[src/sv/slie_pkg.sv]
package slie_pkg;

    localparam int DEPTH      = 16;
    localparam int WORD_BITS  = 32;

    localparam int CMD_BITS   = 2;
    localparam int POS_BITS   = 8;
    localparam int DATA_BITS  = 32;
    localparam int CNT_OUT_BITS = 5;
    localparam int STATUS_BITS  = 2;

    localparam int COUNT_BITS = $clog2(DEPTH + 1);
    localparam int IDX_BITS   = $clog2(DEPTH);
    localparam int CMP_BITS   = (COUNT_BITS > POS_BITS) ? COUNT_BITS : POS_BITS;

    typedef logic [WORD_BITS-1:0] word_t;

    typedef enum logic [CMD_BITS-1:0] {
        CMD_APPEND = 2'd0,
        CMD_INSERT = 2'd1,
        CMD_ERASE  = 2'd2,
        CMD_READ   = 2'd3
    } cmd_t;

    typedef enum logic [STATUS_BITS-1:0] {
        STATUS_OK    = 2'd0,
        STATUS_RANGE = 2'd1,
        STATUS_FULL  = 2'd2
    } status_t;

    // Per-cell move controls, at most one set in any cycle.
    typedef struct packed {
        logic load;
        logic from_left;
        logic from_right;
    } cell_ctl_t;

endpackage

[src/sv/slie_cell.sv]
module slie_cell (
    input  logic               aclk,
    input  slie_pkg::cell_ctl_t ctl,
    input  slie_pkg::word_t    load_word,
    input  slie_pkg::word_t    left_word,
    input  slie_pkg::word_t    right_word,
    output slie_pkg::word_t    word
);
    import slie_pkg::*;

    word_t word_reg;
    word_t word_next;

    always_comb begin
        word_next = word_reg;
        if (ctl.load) begin
            word_next = load_word;
        end else if (ctl.from_left) begin
            word_next = left_word;
        end else if (ctl.from_right) begin
            word_next = right_word;
        end
    end

    always_ff @(posedge aclk) begin
        word_reg <= word_next;
    end

    assign word = word_reg;

    a_ctl_exclusive: assert property (@(posedge aclk)
        $onehot0({ctl.load, ctl.from_left, ctl.from_right}))
        else $error("cell given more than one move in a cycle");

endmodule

[src/sv/shift_list_insert_erase.sv]
// Latency: a result appears in the cycle after its command transfer.
// Throughput: one command per cycle while results are taken at once; each
// cell from the position up shifts or loads in the same cycle. A result held
// back by m_ready keeps s_ready low until that result is transferred.
// Reset (synchronous, active low) empties the list and drops any pending
// result; entry contents are not cleared.
module shift_list_insert_erase (
    input  logic                               aclk,
    input  logic                               aresetn,
    input  logic                               s_valid,
    output logic                               s_ready,
    input  logic [slie_pkg::CMD_BITS-1:0]      s_cmd,
    input  logic [slie_pkg::POS_BITS-1:0]      s_position,
    input  logic signed [slie_pkg::DATA_BITS-1:0] s_value,
    output logic                               m_valid,
    input  logic                               m_ready,
    output logic signed [slie_pkg::DATA_BITS-1:0] m_read_data,
    output logic [slie_pkg::CNT_OUT_BITS-1:0]  m_count_now,
    output logic [slie_pkg::STATUS_BITS-1:0]   m_status
);
    import slie_pkg::*;

    logic [COUNT_BITS-1:0] count_reg, count_next;
    logic                  m_valid_reg, m_valid_next;
    logic signed [DATA_BITS-1:0] m_read_data_reg, m_read_data_next;
    logic [CNT_OUT_BITS-1:0] m_count_now_reg;
    status_t               m_status_reg, m_status_next;

    logic                  accept;
    cmd_t                  cmd;
    logic [CMP_BITS-1:0]   count_cmp;
    logic [CMP_BITS-1:0]   pos_cmp;
    logic [CMP_BITS-1:0]   ins_pos;
    logic                  is_ins;
    logic                  do_insert;
    logic                  do_erase;
    word_t                 load_word;
    word_t                 words [DEPTH];
    word_t                 read_word;

    assign accept    = s_valid && s_ready;
    assign s_ready   = !m_valid_reg || m_ready;
    assign cmd       = cmd_t'(s_cmd);
    assign count_cmp = CMP_BITS'(count_reg);
    assign pos_cmp   = CMP_BITS'(s_position);
    assign is_ins    = (cmd == CMD_APPEND) || (cmd == CMD_INSERT);
    assign ins_pos   = (cmd == CMD_APPEND) ? count_cmp : pos_cmp;
    assign load_word = WORD_BITS'($unsigned(s_value));
    assign read_word = words[IDX_BITS'(pos_cmp)];

    always_comb begin
        m_status_next = STATUS_OK;
        case (cmd)
            CMD_APPEND, CMD_INSERT: begin
                if (ins_pos > count_cmp) begin
                    m_status_next = STATUS_RANGE;
                end else if (count_reg == COUNT_BITS'(DEPTH)) begin
                    m_status_next = STATUS_FULL;
                end
            end
            CMD_ERASE, CMD_READ: begin
                if (pos_cmp >= count_cmp) begin
                    m_status_next = STATUS_RANGE;
                end
            end
            default: begin
                m_status_next = STATUS_RANGE;
            end
        endcase
    end

    assign do_insert = accept && is_ins && (m_status_next == STATUS_OK);
    assign do_erase  = accept && (cmd == CMD_ERASE) && (m_status_next == STATUS_OK);

    always_comb begin
        count_next = count_reg;
        if (do_insert) begin
            count_next = count_reg + COUNT_BITS'(1);
        end else if (do_erase) begin
            count_next = count_reg - COUNT_BITS'(1);
        end
    end

    // Stored words fill the field as signed values; entry and field widths are equal.
    always_comb begin
        m_read_data_next = '0;
        if ((cmd == CMD_READ) && (m_status_next == STATUS_OK)) begin
            m_read_data_next = DATA_BITS'($signed(read_word));
        end
    end

    always_comb begin
        m_valid_next = m_valid_reg;
        if (accept) begin
            m_valid_next = 1'b1;
        end else if (m_ready) begin
            m_valid_next = 1'b0;
        end
    end

    for (genvar i = 0; i < DEPTH; i++) begin : g_cell
        cell_ctl_t ctl;
        word_t     left_word;
        word_t     right_word;

        assign ctl.load       = do_insert && (CMP_BITS'(i) == ins_pos);
        assign ctl.from_left  = do_insert && (CMP_BITS'(i) > ins_pos);
        assign ctl.from_right = do_erase && (CMP_BITS'(i) >= pos_cmp);

        // The chain ends take the incoming word; those moves only touch
        // entries at or beyond the new count.
        if (i == 0) begin : g_first
            assign left_word = load_word;
        end else begin : g_left
            assign left_word = words[i-1];
        end
        if (i == DEPTH - 1) begin : g_last
            assign right_word = load_word;
        end else begin : g_right
            assign right_word = words[i+1];
        end

        slie_cell u_cell (
            .aclk       (aclk),
            .ctl        (ctl),
            .load_word  (load_word),
            .left_word  (left_word),
            .right_word (right_word),
            .word       (words[i])
        );
    end

    always_ff @(posedge aclk) begin
        if (!aresetn) begin
            count_reg   <= '0;
            m_valid_reg <= 1'b0;
        end else begin
            count_reg   <= count_next;
            m_valid_reg <= m_valid_next;
        end
    end

    always_ff @(posedge aclk) begin
        if (accept) begin
            m_read_data_reg <= m_read_data_next;
            m_count_now_reg <= CNT_OUT_BITS'(count_next);
            m_status_reg    <= m_status_next;
        end
    end

    assign m_valid     = m_valid_reg;
    assign m_read_data = m_read_data_reg;
    assign m_count_now = m_count_now_reg;
    assign m_status    = m_status_reg;

    a_count_bound: assert property (@(posedge aclk) disable iff (!aresetn)
        count_reg <= COUNT_BITS'(DEPTH))
        else $error("entry count beyond list depth");

    a_full_count: assert property (@(posedge aclk) disable iff (!aresetn)
        m_valid_reg && (m_status_reg == STATUS_FULL)
        |-> m_count_now_reg == CNT_OUT_BITS'(DEPTH))
        else $error("full status reported below depth");

    a_insert_grows: assert property (@(posedge aclk) disable iff (!aresetn)
        do_insert |=> count_reg == $past(count_reg) + COUNT_BITS'(1))
        else $error("good insert did not grow the list");

    a_idle_count: assert property (@(posedge aclk) disable iff (!aresetn)
        !accept |=> $stable(count_reg))
        else $error("count moved without a command transfer");

endmodule
[config.mk]
export PLATFORM = sky130hd
export DESIGN_NAME = shift_list_insert_erase
export DESIGN_NICKNAME = d
export VERILOG_FILES = /design/src/sv/slie_pkg.sv /design/src/sv/slie_cell.sv /design/src/sv/shift_list_insert_erase.sv
export SDC_FILE = /design/constraint.sdc
export NUM_CORES = 1
export LEC_CHECK = 0
export BUFFER_PORTS_ARGS = -buffer_cell sky130_fd_sc_hd__buf_4
export CAP_MARGIN = 20
export CORE_MARGIN = 1.5
export CORE_UTILIZATION = 60
export DETAILED_ROUTE_END_ITERATION = 10
export HOLD_SLACK_MARGIN = 0.03
export PLACE_DENSITY = 0.77
export SETUP_SLACK_MARGIN = 0.3
export SYNTH_ARGS = -nofsm -noshare
export SYNTH_HDL_FRONTEND = slang
export SYNTH_SLANG_ARGS = --single-unit
[constraint.sdc]
create_clock -name aclk -period 9.4 [get_ports aclk]
set_input_delay 0.47 -clock aclk [delete_from_list [all_inputs] [get_ports aclk]]
set_output_delay 0.47 -clock aclk [all_outputs]
set_load 0.05 [all_outputs]
==> impl_metrics.tcl, run 1 <==
set metrics [dict create \
    vias 24100 \
    cts.sinks 557 \
    dr.pass1.iters 8 \
    setup_viol 0 \
    die_w_microns 231 \
    grt_first_pass_wirelength_mm 144 \
    drtIter0Drc 3589 \
    antennaDiodeCount 0 \
    cp_slowest_stage_delay_ns 1.02 \
    area_delta_synth_final_pct 9.43 \
    hold_depth 2 \
    cts_htree_levels 2 \
    synth_ff_type "edfxtp_1" \
    hold_class "input pin to register" \
    multi_input_area_sq_um 13600 \
    fin_crit_ns 6.06 \
    totalPowerFinal_w 0.00547 \
    crit_path_start_kind "input pin" \
    hpwlAfterDp_mm 54.2 \
    n_fill_cell 3721 \
    drtAntennaViolNets 0 \
    async_flop_share_pct 0 \
    wire_per_inst_microns 28.5 \
    r2r_start "count_reg[0]" \
    cellLeakagePower_nw 11.5 \
    post_cts_buffers 0 \
    cts-resized-gates 0 \
    status "finished, final reports clean" \
    fin_crit_sh_pct 64.5 \
    totalWireLength_mm 94.6 \
    io_pins 87 \
    cts_tree "done" \
    required_ns 9.68 \
    die_h_microns 231 \
    drive_gt1_share_pct 18.4 \
    cts.clk_slew.worst_paths_ns 0.06 \
    slew_headroom_pct 22.3 \
    crit_path_end_kind "register" \
    layout_common_cells "edfxtp_1, nand2_1, nor2_1, o22ai_1, mux4_2" \
    synth.avg_cell_area_sq_um 11.8 \
    fp-row-count 83 \
    power.density_nw_per_um2 160 \
    clock_path_buffers 3 \
    regToRegEndpoint "g_cell[14].u_cell.word[18]" \
    grt_use_total_pct 35.3 \
    synthCells 2641 \
    seq_area_sq_um 16700 \
    grt_pass1_vias 23800 \
    fmax_ghz 0.165 \
    cpMostUsedCell "buf_4" \
    ys_ff_latch 557 \
    core_sq_um 51400 \
    portBuffers 86 \
    largest_register_ff_count 512 \
    avgViaCountPerCell 7.26 \
    cts-root-buf "clkbuf_16" \
    initial_core_util_pct 60.7 \
    synth.distinct_cells 68 \
    synth_area_sq_um 31200 \
    fin_worst_skew_ns 0.0299 \
    fin_setup_tns_ns 0 \
    drv_cap 0 \
    gp_congestion 0.863 \
    grt_max_degree 66 \
    drc 0 \
    nets 2644 \
    synth_seq_area_share_pct 53.4 \
    path_cells "clkbuf_8 -> inv_1 -> o31ai_1 -> nor2_1 -> ha_1 -> nand4_1 -> mux2i_1 -> a21oi_4 -> o21ai_1 -> buf_4 -> nand3_1 -> a21oi_4 -> buf_4 -> o21bai_4 -> buf_4" \
    cp_max_fo 50 \
    grt_overflow 0 \
    numCtsBuffers 59 \
    dieArea_sq_um 53400 \
    slew_viol_final 0 \
    syn_nets 2699 \
    min-delay-start "aresetn" \
    worstSetupPathType "input pin to register" \
    max_slew.worst_pin.slew_ns 1.16 \
    min_to "count_reg[4]" \
    crit_slowest_cell "a21oi_4" \
    rr_worst_depth 14 \
    antenna_found_initial 0 \
    ff2ff_setup_slack_ns 3.49 \
    insertion_delay_ns 0.66 \
    rsz0062_at_grt "no" \
    cp.arrival_ns 6.35 \
    final_common_cell "edfxtp_1" \
    synth-edff-count 551 \
    hold_buffers 0 \
    yosys_warnings 0 \
    max-vdd-ir-drop_mv 0.150 \
    hold_viol_final 0 \
]
worst max-delay path, delay by kind of cell:
| family | cells | cell delay, ns |
|---|---|---|
| and+or+nand+nor | 3 | 0.74 |
| adders and majority gates | 1 | 0.33 |
| buffers and inverters | 5 | 1.99 |
| muxes | 1 | 0.24 |
| AOI/OAI and AO/OA | 5 | 2.46 |
layer usage:
layer	share of wire, %	track usage, %	wire, microns	vias up
li1	-	-	-	10100
met1	36	47.0	34100	11800
met2	47	56.8	44800	1942
met3	12	7.80	11800	319
met4	4.1	14.0	3840	0
met5	0	0	0	-
synth_stat cells, drive strengths merged (5+ instances only):
cell type	number	area, sq um
edfxtp	551	16500
o21ai	84	424
nor2b	36	225
a21oi	69	357
nor2	338	1280
clkbuf	159	597
and2	7	43.8
nor3	8	77.6
buf	94	527
o31ai	6	50.1
or4	5	45.0
nand2	407	1530
ha	12	150
o221ai	31	272
mux2	65	796
dfxtp	6	120
nand4	7	43.8
a2bb2oi	96	841
a31oi	130	813
o22ai	165	1030
nand3	11	55.1
mux4	160	3600
mux2i	131	1320
inv	16	60.1
area by class of cell:
type                       instances  area share (%)
sequential                       557            48.8
multi-input combinational       1815            39.9
clock buffer                      67            4.41
timing repair buffer             137            3.33
tap                              680            2.49
clock inverter                    43           0.915
inverter                          16           0.176
power breakdown:
part / total (W) / internal, W / switching, W
logic: 0.000454 / 0.000170 / 0.000284
clock network: 0.00227 / 0.00123 / 0.00104
registers: 0.00275 / 0.00273 / 0.0000173
logic make-up after synthesis:
| logic type | count (synthesis) | share of synthesized area [%] |
|---|---|---|
| xor gates and xnor gates | 4 | 0.112 |
| AOI/OAI and AO/OA | 605 | 12.8 |
| muxes | 356 | 18.3 |
| DFF | 557 | 53.4 |
| buffers and inverters | 269 | 3.79 |
| and+or+nand+nor | 838 | 11.1 |
| adders and majority gates | 12 | 0.481 |
worst max-delay path by stage:
stage,start,to,cells past startpoint
finish,s_position[0],g_cell[14].u_cell.word[18],15
floorplan,s_position[0],g_cell[0].u_cell.word[0],10
CTS,s_position[0],g_cell[14].u_cell.word[3],15
global placement,s_position[0],g_cell[14].u_cell.word[15],15
global route,s_position[0],g_cell[14].u_cell.word[24],15
detailed placement,s_position[0],g_cell[14].u_cell.word[16],14
stage by stage:
stage | area, sq um | utilization, % | hold WS (ns) | instances | setup slack (ns)
global route | 34200 | 66.5 | 0.0942 | 3315 | 3.04
CTS | 34000 | 66.2 | 0.0683 | 3310 | 3.53
global placement | 32200 | 62.7 | 0.555 | 3200 | 2.97
detailed placement | 32200 | 62.7 | 0.577 | 3200 | 2.88
floorplan | 31200 | - | 0.549 | 2641 | 4.07
finish | 34200 | 66.5 | 0.0764 | 3315 | 3.34
Power figures use the tool's default switching activity.
==> run 2: changes to the inputs <==
==> constraint.sdc (replaced) <==
create_clock -name aclk -period 6 [get_ports aclk]
set_input_delay 0.3 -clock aclk [delete_from_list [all_inputs] [get_ports aclk]]
set_output_delay 0.3 -clock aclk [all_outputs]
set_load 0.05 [all_outputs]
==> impl_metrics.tcl, run 2 (same netlist as run 1, synthesis figures left out) <==
set metrics [dict create \
    max_slew.worst_pin.slew_ns 1.14 \
    insertion_delay_ns 0.67 \
    totalPowerFinal_w 0.00847 \
    totalWireLength_mm 95.1 \
    power.switching_w 0.00205 \
    core_sq_um 51400 \
    drive_gt1_share_pct 18.5 \
    drv_cap 0 \
    fmax_ghz 0.222 \
    clock_path_buffers 3 \
    fin_crit_ns 4.51 \
    combPwrFrac_pct 8.4 \
    largest_register_ff_count 512 \
    dr.pass1.iters 6 \
    cts_tree "done" \
    path_cells "or4b_1 -> o31ai_1 -> nor2_1 -> ha_1 -> nand4_1 -> mux2i_1 -> a21oi_4 -> o21ai_2 -> or4_4 -> buf_4 -> mux2_2" \
    hold_class "input pin to register" \
    status "finished, final reports clean" \
    required_ns 6.41 \
    setup_viol 0 \
    dieArea_sq_um 53400 \
    crit_path_start_kind "register" \
    cts-root-buf "clkbuf_16" \
    cp_slowest_stage_delay_ns 0.62 \
    crit_slowest_cell "o21ai_2" \
    die_w_microns 231 \
    p_int_w 0.00642 \
    nets 2659 \
    portBuffers 86 \
    grt_first_pass_wirelength_mm 144 \
    cp_max_fo 44 \
    grt_use_total_pct 35.7 \
    top_layer "met4" \
    hold_viol_final 0 \
    antenna_found_initial 0 \
    met3_length_mm 13.5 \
    cts.clk_slew.worst_paths_ns 0.06 \
    seq_power_share_pct 50.9 \
    dpl_cell_area_sq_um 32400 \
    antennaDiodeCount 0 \
    fp-row-count 83 \
    cellLeakagePower_nw 11.5 \
    vias 24200 \
    wl_met2_mm 43.5 \
    switching_share_pct 24.2 \
    worstSetupPathType "register to register" \
    die_h_microns 231 \
    numCtsBuffers 58 \
    drtAntennaViolNets 0 \
    io_pins 87 \
    fin_setup_tns_ns 0 \
    slew_headroom_pct 24.0 \
    layout_common_cells "edfxtp_1, nand2_1, nor2_1, o22ai_1, mux4_2" \
    max-vdd-ir-drop_mv 0.233 \
    cp.arrival_ns 4.92 \
    cts_htree_levels 2 \
    slew_viol_final 0 \
    n_fill_cell 3683 \
    clockPowerShare_pct 40.7 \
    crit_path_end_kind "register" \
    final_common_cell "edfxtp_1" \
    rsz0062_at_grt "no" \
    drtIter0Drc 3464 \
    grt_overflow 0 \
    hpwlAfterDp_mm 54.9 \
    finalInstanceArea_sq_um 34200 \
    grt_max_degree 97 \
    wl_met1_mm 33.1 \
    area_delta_synth_final_pct 9.56 \
    cts.sinks 557 \
    gp_congestion 0.892 \
    grt_pass1_vias 24200 \
    initial_core_util_pct 60.7 \
    fin_worst_skew_ns 0.0414 \
    avgViaCountPerCell 7.28 \
    fin_crit_sh_pct 75.2 \
    drc 0 \
    cts-resized-gates 0 \
    power.density_nw_per_um2 248 \
    wire_per_inst_microns 28.6 \
]
[run 2: path summary, 6_finish.rpt]
path              cells past startpoint                        end                 startpoint  slack [ns]
setup / recovery                     11   g_cell[0].u_cell.word[6]               count_reg[0]        1.49
hold / removal                        3  g_cell[6].u_cell.word[11]                s_value[11]        0.07
setup reg to reg                     11   g_cell[0].u_cell.word[6]               count_reg[0]        1.49
hold reg to reg                       2  g_cell[1].u_cell.word[19]  g_cell[0].u_cell.word[19]        0.57
[run 2: final cells by class]
type	instances	area, sq um	share of cell area [%]
Timing Repair Buffer	153	1250	3.65
Clock inverter	28	221	0.647
Sequential cell	557	16700	48.7
Multi-Input combinational cell	1815	13600	39.9
Clock buffer	78	1530	4.46
Tap cell	680	851	2.49
Inverter	16	60.1	0.176
[run 2: per-layer routing]
| layer | vias to the layer above | global-route usage, % |
|---|---|---|
| li1 | 10100 | - |
| met1 | 11700 | 46.3 |
| met2 | 2037 | 55.5 |
| met3 | 387 | 9.93 |
| met4 | 0 | 17.8 |
| met5 | - | 0 |
[run 2: power by group through the flow]
stage                     Combinational [W]  Clock (W)  Sequential (W)
final                              0.000715    0.00345         0.00431
after global routing               0.000746    0.00359         0.00431
after CTS                          0.000698    0.00346         0.00431
after detailed placement           0.000694          0         0.00439
after global placement             0.000683          0         0.00439
after floorplan                    0.000423          0         0.00443
[run 2: repair_timing]
item	in CTS	in global routing
hold endpoints to repair	6	0
hold buffers	3	0
endpoints found under the setup margin	0	0
setup buffers	0	0
[run 2: worst max-delay path, delay by kind of cell, from the launching register on]
family / cells / cell delay [ns]
simple gates: 4 / 1.17
mux: 2 / 0.67
buf+inv: 1 / 0.56
flops: 1 / 0.51
compound gates: 3 / 0.99
fa+ha+maj: 1 / 0.31
[run 2: metrics by stage]
stage / hold WS (ns) / worst slack [ns] / utilization [%] / cells
6_report: 0.0664 / 1.49 / 66.5 / 3327
5_1_grt: 0.0833 / 1.32 / 66.5 / 3327
4_1_cts: 0.0360 / 1.59 / 66.5 / 3326
3_5_place_dp: 0.552 / 1.02 / 63.0 / 3217
3_3_place_gp: 0.548 / 1.08 / 63.0 / 3217
2_1_floorplan: 0.422 / 0.837 / - / 2641
